$ cat config.mk
export PLATFORM = sky130hd
export DESIGN_NAME = dlsf_ctrl
export DESIGN_NICKNAME = d
export VERILOG_FILES = /design/src/design/dlsf_pkg.sv /design/src/design/dlsf_ctrl.sv
export SDC_FILE = /design/constraint.sdc
export NUM_CORES = 1
export LEC_CHECK = 0
export ABC_AREA = 0
export ABC_CLOCK_PERIOD_IN_PS = 4900
export BUFFER_PORTS_ARGS = -buffer_cell sky130_fd_sc_hd__buf_4
export CAP_MARGIN = 30
export CORE_ASPECT_RATIO = 1.2
export CORE_MARGIN = 4
export CORE_UTILIZATION = 55
export CTS_CLUSTER_SIZE = 20
export DETAILED_ROUTE_END_ITERATION = 8
export GPL_ROUTABILITY_DRIVEN = 0
export HOLD_SLACK_MARGIN = 0.15
export MAX_ROUTING_LAYER = met4
export PLACE_DENSITY = 0.89
export SYNTH_ARGS = -nofsm -noshare
export SYNTH_HDL_FRONTEND = slang
export SYNTH_SLANG_ARGS = --single-unit
$ cat constraint.sdc
create_clock -name clk -period 4.9 [get_ports clk]
set_input_delay 0 -clock clk [delete_from_list [all_inputs] [get_ports clk]]
set_output_delay 0 -clock clk [all_outputs]
set_load 0.005 [all_outputs]
$ cat src/design/dlsf_pkg.sv
// Shared types, constants and the sigmoid breakpoint table for the dense layer unit.
// No dependencies; every other design file imports this package.
`timescale 1ns / 1ps

package dlsf_pkg;

	localparam int MAX_INPUTS   = 64;
	localparam int MAX_OUTPUTS  = 16;
	localparam int WEIGHT_DEPTH = MAX_OUTPUTS * (MAX_INPUTS + 1);

	// field widths of the words on the channels
	localparam int CMD_W   = 2;
	localparam int IDX_W   = 11;
	localparam int VAL_W   = 16;
	localparam int NEU_W   = 4;
	localparam int PRE_W   = 24;
	localparam int ACT_W   = 16;
	localparam int SRC_W   = 7;
	localparam int TGT_W   = 5;

	// internal widths
	localparam int TERM_W  = $clog2(MAX_INPUTS + 1);
	localparam int XA_W    = $clog2(MAX_INPUTS);
	localparam int WA_W    = $clog2(WEIGHT_DEPTH);
	localparam int NCNT_W  = $clog2(MAX_OUTPUTS + 1);
	localparam int NIDX_W  = $clog2(MAX_OUTPUTS);
	localparam int PROD_W  = 2 * VAL_W;
	localparam int ACC_W   = PROD_W + $clog2(MAX_INPUTS + 1);
	localparam int DIFF_W  = 13;
	localparam int FRAC_W  = 11;
	localparam int INTERP_W = DIFF_W + FRAC_W;

	// command codes
	localparam logic [CMD_W-1:0] CMD_WEIGHT = 2'd0;
	localparam logic [CMD_W-1:0] CMD_INPUT  = 2'd1;
	localparam logic [CMD_W-1:0] CMD_RUN    = 2'd2;

	// register selects (address bit 2)
	localparam logic REG_SOURCE = 1'b0;
	localparam logic REG_TARGET = 1'b1;

	localparam logic [SRC_W-1:0] SOURCE_RESET = 7'd64;
	localparam logic [TGT_W-1:0] TARGET_RESET = 5'd16;

	// 1.0 in Q4.12, multiplies the bias into the Q8.24 sum
	localparam logic signed [VAL_W-1:0] ONE_Q12 = 16'sd4096;

	localparam logic signed [PRE_W-1:0] PRE_MAX = 24'sh7FFFFF;
	localparam logic signed [PRE_W-1:0] PRE_MIN = -24'sh800000;

	typedef enum logic [1:0] {
		S_IDLE,
		S_MAC,
		S_DRAIN,
		S_EMIT
	} dlsf_state_t;

	// controller -> datapath
	typedef struct packed {
		logic              wr_weight;
		logic              wr_input;
		logic              mac_en;
		logic              first;
		logic              bias;
		logic [WA_W-1:0]   waddr;
		logic [XA_W-1:0]   xaddr;
		logic              emit;
		logic [NEU_W-1:0]  neuron;
		logic              last;
	} dlsf_cmd_t;

	// datapath -> controller
	typedef struct packed {
		logic done;
		logic out_busy;
	} dlsf_stat_t;

	// sigmoid(k/2) for k = -16..16 in Q0.16, index k+16
	function automatic logic [ACT_W-1:0] sig_tab(input logic [5:0] k);
		logic [ACT_W-1:0] r;
		case (k)
			6'd0:  r = 16'd22;
			6'd1:  r = 16'd36;
			6'd2:  r = 16'd60;
			6'd3:  r = 16'd98;
			6'd4:  r = 16'd162;
			6'd5:  r = 16'd267;
			6'd6:  r = 16'd439;
			6'd7:  r = 16'd720;
			6'd8:  r = 16'd1179;
			6'd9:  r = 16'd1921;
			6'd10: r = 16'd3108;
			6'd11: r = 16'd4971;
			6'd12: r = 16'd7812;
			6'd13: r = 16'd11955;
			6'd14: r = 16'd17625;
			6'd15: r = 16'd24743;
			6'd16: r = 16'd32768;
			6'd17: r = 16'd40793;
			6'd18: r = 16'd47911;
			6'd19: r = 16'd53581;
			6'd20: r = 16'd57724;
			6'd21: r = 16'd60565;
			6'd22: r = 16'd62428;
			6'd23: r = 16'd63615;
			6'd24: r = 16'd64357;
			6'd25: r = 16'd64816;
			6'd26: r = 16'd65097;
			6'd27: r = 16'd65269;
			6'd28: r = 16'd65374;
			6'd29: r = 16'd65438;
			6'd30: r = 16'd65476;
			6'd31: r = 16'd65500;
			6'd32: r = 16'd65514;
			default: r = 16'd65514;
		endcase
		return r;
	endfunction

endpackage

$ cat src/design/dlsf_ctrl.sv
// Controller: sequences loads, the per-neuron MAC sweep, drain and result hand-off.
// Depends on dlsf_pkg; drives dlsf_datapath through dlsf_cmd_t.
`timescale 1ns / 1ps

module dlsf_ctrl import dlsf_pkg::*; (
	input  logic             clk,
	input  logic             arst_n,
	input  logic             in_valid,
	output logic             in_ready,
	input  logic [CMD_W-1:0] in_command,
	input  logic [SRC_W-1:0] source_size,
	input  logic [TGT_W-1:0] target_size,
	input  dlsf_stat_t       stat,
	output dlsf_cmd_t        cmd
);

	dlsf_state_t       state_q, state_d;
	logic [TERM_W-1:0] term_q, ns_q, ns_clamp;
	logic [NCNT_W-1:0] nt_q, nt_clamp;
	logic [NIDX_W-1:0] neuron_q;
	logic [WA_W-1:0]   base_q;
	logic              in_acc, start, mac_end, last_neuron;

	assign in_acc  = in_valid && in_ready;
	assign start   = in_acc && (in_command == CMD_RUN);
	assign mac_end = (term_q == ns_q);
	assign last_neuron = ({1'b0, neuron_q} == (nt_q - NCNT_W'(1)));

	// clamp the run size to what the stores hold
	always_comb begin
		if (source_size == '0)
			ns_clamp = TERM_W'(1);
		else if ({1'b0, source_size} > (SRC_W+1)'(MAX_INPUTS))
			ns_clamp = TERM_W'(MAX_INPUTS);
		else
			ns_clamp = TERM_W'(source_size);
		if (target_size == '0)
			nt_clamp = NCNT_W'(1);
		else if ({1'b0, target_size} > (TGT_W+1)'(MAX_OUTPUTS))
			nt_clamp = NCNT_W'(MAX_OUTPUTS);
		else
			nt_clamp = NCNT_W'(target_size);
	end

	always_comb begin
		state_d = state_q;
		case (state_q)
			S_IDLE:  if (start) state_d = S_MAC;
			S_MAC:   if (mac_end) state_d = S_DRAIN;
			S_DRAIN: if (stat.done) state_d = S_EMIT;
			S_EMIT: begin
				if (!stat.out_busy)
					state_d = last_neuron ? S_IDLE : S_MAC;
			end
			default: state_d = S_IDLE;
		endcase
	end

	always_comb begin
		in_ready      = 1'b0;
		cmd           = '0;
		cmd.waddr     = WA_W'(base_q + WA_W'(term_q));
		cmd.xaddr     = term_q[XA_W-1:0];
		cmd.neuron    = NEU_W'(neuron_q);
		cmd.last      = last_neuron;
		case (state_q)
			S_IDLE: begin
				in_ready      = 1'b1;
				cmd.wr_weight = in_valid && (in_command == CMD_WEIGHT);
				cmd.wr_input  = in_valid && (in_command == CMD_INPUT);
			end
			S_MAC: begin
				cmd.mac_en = 1'b1;
				cmd.first  = (term_q == '0);
				cmd.bias   = mac_end;
			end
			S_EMIT: begin
				cmd.emit = !stat.out_busy;
			end
			default: begin
				cmd.emit = 1'b0;
			end
		endcase
	end

	always_ff @(posedge clk or negedge arst_n) begin
		if (!arst_n) begin
			state_q  <= S_IDLE;
			term_q   <= '0;
			ns_q     <= TERM_W'(1);
			nt_q     <= NCNT_W'(1);
			neuron_q <= '0;
			base_q   <= '0;
		end else begin
			state_q <= state_d;
			if (start) begin
				ns_q     <= ns_clamp;
				nt_q     <= nt_clamp;
				term_q   <= '0;
				neuron_q <= '0;
				base_q   <= '0;
			end else if (state_q == S_MAC && !mac_end) begin
				term_q <= term_q + TERM_W'(1);
			end else if (state_q == S_EMIT && !stat.out_busy && !last_neuron) begin
				term_q   <= '0;
				neuron_q <= neuron_q + NIDX_W'(1);
				base_q   <= base_q + WA_W'(ns_q) + WA_W'(1);
			end
		end
	end

	a_term_bound: assert property (@(posedge clk) disable iff (!arst_n)
		(state_q == S_MAC) |-> (term_q <= ns_q))
		else $error("term counter ran past the bias slot");

	a_done_in_drain: assert property (@(posedge clk) disable iff (!arst_n)
		stat.done |-> (state_q == S_DRAIN))
		else $error("sum finished outside the drain phase");

	a_neuron_bound: assert property (@(posedge clk) disable iff (!arst_n)
		(state_q != S_IDLE) |-> ({1'b0, neuron_q} < nt_q))
		else $error("neuron counter ran past the run size");

	a_mac_to_drain: assert property (@(posedge clk) disable iff (!arst_n)
		(state_q == S_MAC && mac_end) |=> (state_q == S_DRAIN))
		else $error("bias term not followed by drain");

endmodule

==> Word level (Yosys, flattened, before mapping) <==
Index checks and enable logic that the tools add are counted.
{ "word_totals": {"mem_count": 0, "regBits": 36, "rom_bits": 0, "mem_bits_rw": 0, "latchBits": 0} }
{ "op_classes": {"n_bitwise": 0, "n_shift": 0, "n_addsub": 6, "n_eq_ne": 12, "multipliers": 0, "n_mux": 23, "n_lt_le_gt_ge": 2, "div_mod_pow": 0, "reduce_logical": 19} }
{ "op_table": {"columns": ["cell", "n"], "rows": [
  ["$mux 7", 5],
  ["$mux 11", 3],
  ["$add 11x7->11", 2],
  ["$logic_not 7->1", 2],
  ["$mux 4", 3],
  ["$add 11x1->11 const B", 1],
  ["$mux 2", 5],
  ["$mux 5", 2],
  ["$ne 2x2->1 const B", 5],
  ["$pmux 2 s4", 1],
  ["$add 7x1->7 const B", 1],
  ["$eq 7x7->1", 1],
  ["$gt 7x7->1 const B", 1],
  ["$logic_and 1x1->1", 7],
  ["$eq 2x2->1 const B", 3],
  ["$eq 4x5->1", 1],
  ["$gt 5x5->1 const B", 1],
  ["$logic_not 5->1", 1],
  ["$sub 5x1->5 const B", 1],
  ["$add 4x1->4 const B", 1],
  ["$eq 2x1->1 const B", 2],
  ["$logic_not 2->1", 2],
  ["$reduce_and 4->1", 1],
  ["$logic_not 1->1", 3],
  ["other kinds (5)", 7]
]} }

==> Logic depth before layout (Yosys ltp) <==
{ "logic_depth": {"ltp_word": 7, "mapped_depth": 10, "mapped_depth_nobuf": 10} }

==> Least setup slack after synthesis <==
No wires, ideal clock.
{ "synth_timing": {"path_type": "register -> register", "start": "reg ns_q[0]", "end": "reg base_q[10]", "path_buffers": 0, "arrival_ns": 2.118, "slack_ns": 2.704, "period_less_slack_ns": 2.196, "stages_incl_launch_ff": 11, "setup_ns": 0.078, "cell_sequence": "dfstp_2 inv_1 ha_1 inv_1 fa_1 a211oi_1 o21bai_1 a21oi_1 o21ba_2 or4_1 a21oi_1"} }
{ "synth_between": {"elab_chain_cells": 5, "word_cells_on_any_way": 10} }
{ "synth_rtl": {"columns": ["item", "line_no", "rtl"], "rows": [
  ["start: declaration", "dlsf_ctrl.sv:18", "logic [TERM_W-1:0] term_q, ns_q, ns_clamp;"],
  ["start signal: assignment", "dlsf_ctrl.sv:97", "ns_q <= ns_clamp;"],
  ["$add 11x7->11 or $eq 7x7->1 (tied branches)", "dlsf_ctrl.sv:107, dlsf_ctrl.sv:26", null],
  ["$add 11x1->11 or $logic_not 1->1 (tied branches)", "dlsf_ctrl.sv:107, dlsf_ctrl.sv:102", null],
  ["$mux 11 or $logic_and 1x1->1 (tied branches)", "dlsf_ctrl.sv:104, dlsf_ctrl.sv:102", null],
  ["$mux 11 or $ne 2x2->1 (tied branches)", null, null],
  ["$mux 11 or $reduce_and 2->1 (tied branches)", null, null],
  ["end signal: assignment", "dlsf_ctrl.sv:107", "base_q <= base_q + WA_W'(ns_q) + WA_W'(1);"],
  ["end: declaration", "dlsf_ctrl.sv:21", "logic [WA_W-1:0] base_q;"]
]} }
Several ways; a longest one is shown, not always the timed one. The select of a mux whose other input is x is not followed.
A chain may end at the register's enable or synchronous reset.

==> metrics.md <==
| Metric | Value |
|---|---|
| Number of flops mapped to enable cells by yosys | `0` |
| Static leakage | `0.00159 uW` |
| Power per cell area | `527 mW/mm^2` |
| Number of cells produced by synthesis | `294` |
| Reg-to-reg critical path startpoint | `nt_q[0]` |
| Total Routing Usage GR | `24.2%` |
| Nets | `395` |
| Pin count of the biggest net entering global routing | `37` |
| Vias in the first global route | `2454` |
| Final setup skew | `3.86 ps` |
| Clock transition at the register clock pins on the worst setup and hold paths after CTS | `70 ps` |
| Crit Path Class | `reg -> out` |
| Die height | `83.8 um` |
| Deepest clock path buffer count | `2` |
| Hold violation total from the final report | `0` |
| Most used flip-flop cell after synthesis | `dfrtp_1` |
| Drt pass-1 iters | `4` |
| Worst EP required | `4900 ps` |
| Worst-case vdd ir drop | `0.000465 V` |
| Total number of clock tree sinks | `36` |
| Transition time at the pin with the least slew margin | `between 800 and 900 ps` |
| Post-DP HPWL | `4700 um` |
| Ratio of cells with drive above 1 in the final layout | `18.1%` |
| Library cell used as clock root buffer | `clkbuf_8` |
| DRC violations left | `0` |
| Number of max-slew violations in the final report | `0` |
| Worst Setup SP | `term_q[0]` |
| Dominant cells by area after synthesis | `dfrtp_1, ha_1, xnor2_1, nand2_1, a21oi_1` |
| Final standard cell count with taps included and fillers excluded | `411` |
| Mean Syn Cell Area | `8.97 sq um` |
| Final setup violating endpoints | `0` |
| Highest net fanout along the worst path | `8` |
| Number of top-level pins | `48` |
| Detailed Route Iter0 Violations | `150` |
| Sequential share of the synthesized area | `between 30% and 40%` |
| Vias per std cell | `5.91` |
| Type of the worst min-delay path | `in -> reg` |
| Storage cell area | `903 sq um` |
| R2r setup slk | `around 2300 ps` |
| Port-buffer cells | `47` |
| Multi-input logic area | `~0.0016 sq mm` |
| Overflow left after global routing | `0` |
| Area of the core region | `approximately 0.0046 sq mm` |
| Clock latency at the later pin of the worst-skew pair | `roughly 300 ps` |
| Post-cts resize count | `0` |
| CP Capture Type | `output port` |
| Clock buffers created by TritonCTS | `5` |
| Critical Path Source Type | `flip-flop` |
| Depth of the most critical reg-to-reg path | `8` |
| Post-Route Setup TNS | `0 ps` |
| Final hold slack | `between 150 and 200 ps` |
| Number of diodes added for antenna fixing | `0` |
| Upper clock frequency limit | `about 380 MHz` |
| Final clock period utilization by the worst path | `53.3%` |
| Average routed wire per standard cell | `16.2 um` |
| Clock period minus final worst setup slack | `2610 ps` |
| Result of the run | `finished, final reports clean` |
| Number of synthesized register bits | `36` |
| Post-Synthesis Net Count | `approximately 340` |
| Overall routed net length | `6650 um` |
| Number of warnings reported in the yosys synthesis log | `0` |
| Post CTS Setup Buffer Count | `0` |
| Routed Antenna Nets | `0` |
| Share of the synthesized area in the top cell type | `32.3%` |
| Arrival time of the worst setup path | `2610 ps` |
| H-tree depth reported by CTS | `2` |
| Area of the mapped netlist | `0.00264 sq mm` |
| Area growth from synthesis to layout | `25.3%` |
| Number of placement rows | `27` |
| TritonCTS clock tree | `built` |
| Layout fillers | `344` |
| Full die area | `a little under 0.006 sq mm` |
| Wire length of the first global-routing pass | `11200 um` |
| Die Width | `slightly above 70 um` |
| RSZ-0062 raised after global routing | `no` |
| DR vias | `2429` |
| Capture instance of the worst register-to-register path | `base_q[9]` |
| Worst slew margin relative to its limit | `46.0%` |
| Async set-or-reset flop fraction in the synthesized netlist | `100%` |
| Placed insts | `384` |
| Initial cell density of the core | `57.0%` |
| Worst setup path endpoint | `cmd[18]` |
| Max-capacitance violation count | `0` |
| Number of different library cells in the post-synthesis netlist | `between 40 and 50` |
| Leading area contributor after synthesis | `dfrtp_1` |
| Initial antenna violation count | `0` |
area by class of cell:
class                           instances  share of cell area [%]
Multi-Input combinational cell        227                    48.1
Clock buffer                            6                    2.20
Timing Repair Buffer                   68                    17.5
Sequential cell                        36                    27.3
Inverter                               14                    1.59
Tap cell                               58                    2.20
Clock inverter                          2                    1.06
per-stage QoR:
stage               power (uW)  setup slack [ps]  cell area [sq um]  util (%)
finish                    1740              2290               3300      71.4
global route              1890              2140               3300      71.4
CTS                       1750              2290               3300      71.4
detailed placement        1470              2360               3010      65.0
global placement          1420              2430               2980      64.4
floorplan                 1150              2700               2640         -
sequential cells by signal, summed over array words and instances, names as in the netlist:
name / flops
base_q: 11
ns_q: 7
nt_q: 5
neuron_q: 4
term_q: 7
state_q: 2
cell families (layout without fill, tap and decap cells):
kind of cell,count (synthesis),after routing,share of synthesized area [%]
muxes,1,1,0.427
adders and majority gates,24,24,12.0
AOI/OAI and AO/OA,65,65,16.6
DFF,36,36,34.3
xor gates and xnor gates,28,28,9.30
and+or+nand+nor,109,109,21.9
buffers and inverters,31,90,5.51
cell usage after synthesis (all sizes together) (2+ instances only):
cell type / number
a211oi: 2
a21o: 4
a21oi: 21
and2: 5
and3: 3
buf: 9
clkbuf: 8
dfrtp: 34
dfstp: 2
fa: 2
ha: 22
inv: 14
nand2: 30
nand2b: 3
nand3: 16
nand3b: 12
nand4: 2
nor2: 14
nor2b: 6
nor3: 5
o211ai: 2
o21a: 2
o21ai: 16
o31ai: 7
or3: 5
or4: 3
xnor2: 16
xor2: 12
how the worst min path moves through the flow:
stage	to	depth (start not counted)	slack, ps	startpoint
floorplan	base_q[0]	0	-300	arst_n
global placement	state_q[1]	1	-20	arst_n
detailed placement	state_q[1]	1	-20	arst_n
CTS	state_q[0]	5	170	stat[1]
global route	state_q[0]	5	180	stat[1]
finish	state_q[0]	5	180	stat[1]
timing repair:
action | CTS | global route
hold endpoints to repair | 49 | 0
endpoints found under the setup margin | 0 | 0
hold buffers | 19 | 0
report_power, final:
group / leakage, uW / internal (uW) / switching (uW)
Combinational: 0.00107 / 452 / 500
Clock: 0.0000552 / 151 / 108
Sequential: 0.000467 / 400 / 131
worst max-delay path: stages (launching register included):
cell and delay [ps]:
dfrtp_1 470, ha_1 270, fa_1 440, a21o_1 200
a21oi_1 220, nand2b_1 190, nand2b_1 70, a21oi_1 200
xnor2_1 140, buf_4 130
per-layer routing:
layer | GRT usage, % | wire (um) | vias up
li1 | - | - | 1147
met1 | 26.9 | 2580 | 1167
met2 | 41.0 | 3530 | 99
met3 | 5.42 | 379 | 16
met4 | 10.8 | 159 | 0
met5 | - | 0 | -
placed cells by master (no fill, tap or decap), types with 2 or more instances in the layout:
| master | netlist | final |
|---|---|---|
| nand3_1 | 16 | 16 |
| dfstp_2 | 2 | 2 |
| clkbuf_8 | 0 | 5 |
| nand2_1 | 29 | 29 |
| a21oi_1 | 21 | 21 |
| and3_1 | 3 | 3 |
| nor2_1 | 14 | 14 |
| or3_1 | 5 | 5 |
| and2_1 | 4 | 4 |
| nor2b_1 | 6 | 5 |
| nand3b_1 | 12 | 12 |
| or4_1 | 3 | 3 |
| a21o_1 | 4 | 4 |
| xor2_1 | 12 | 12 |
| dfrtp_1 | 34 | 34 |
| inv_1 | 14 | 14 |
| nor3_1 | 5 | 5 |
| o21a_1 | 2 | 2 |
| nand2b_1 | 3 | 3 |
| xnor2_1 | 16 | 16 |
| o211ai_1 | 2 | 2 |
| fa_1 | 2 | 2 |
| ha_1 | 22 | 22 |
| o21ai_0 | 16 | 16 |
| dlygate4sd3_1 | 0 | 19 |
| buf_4 | 7 | 48 |
| nand4_1 | 2 | 2 |
| a211oi_1 | 2 | 2 |
| o31ai_1 | 7 | 7 |
No activity file was read; power rests on OpenSTA's default activity.
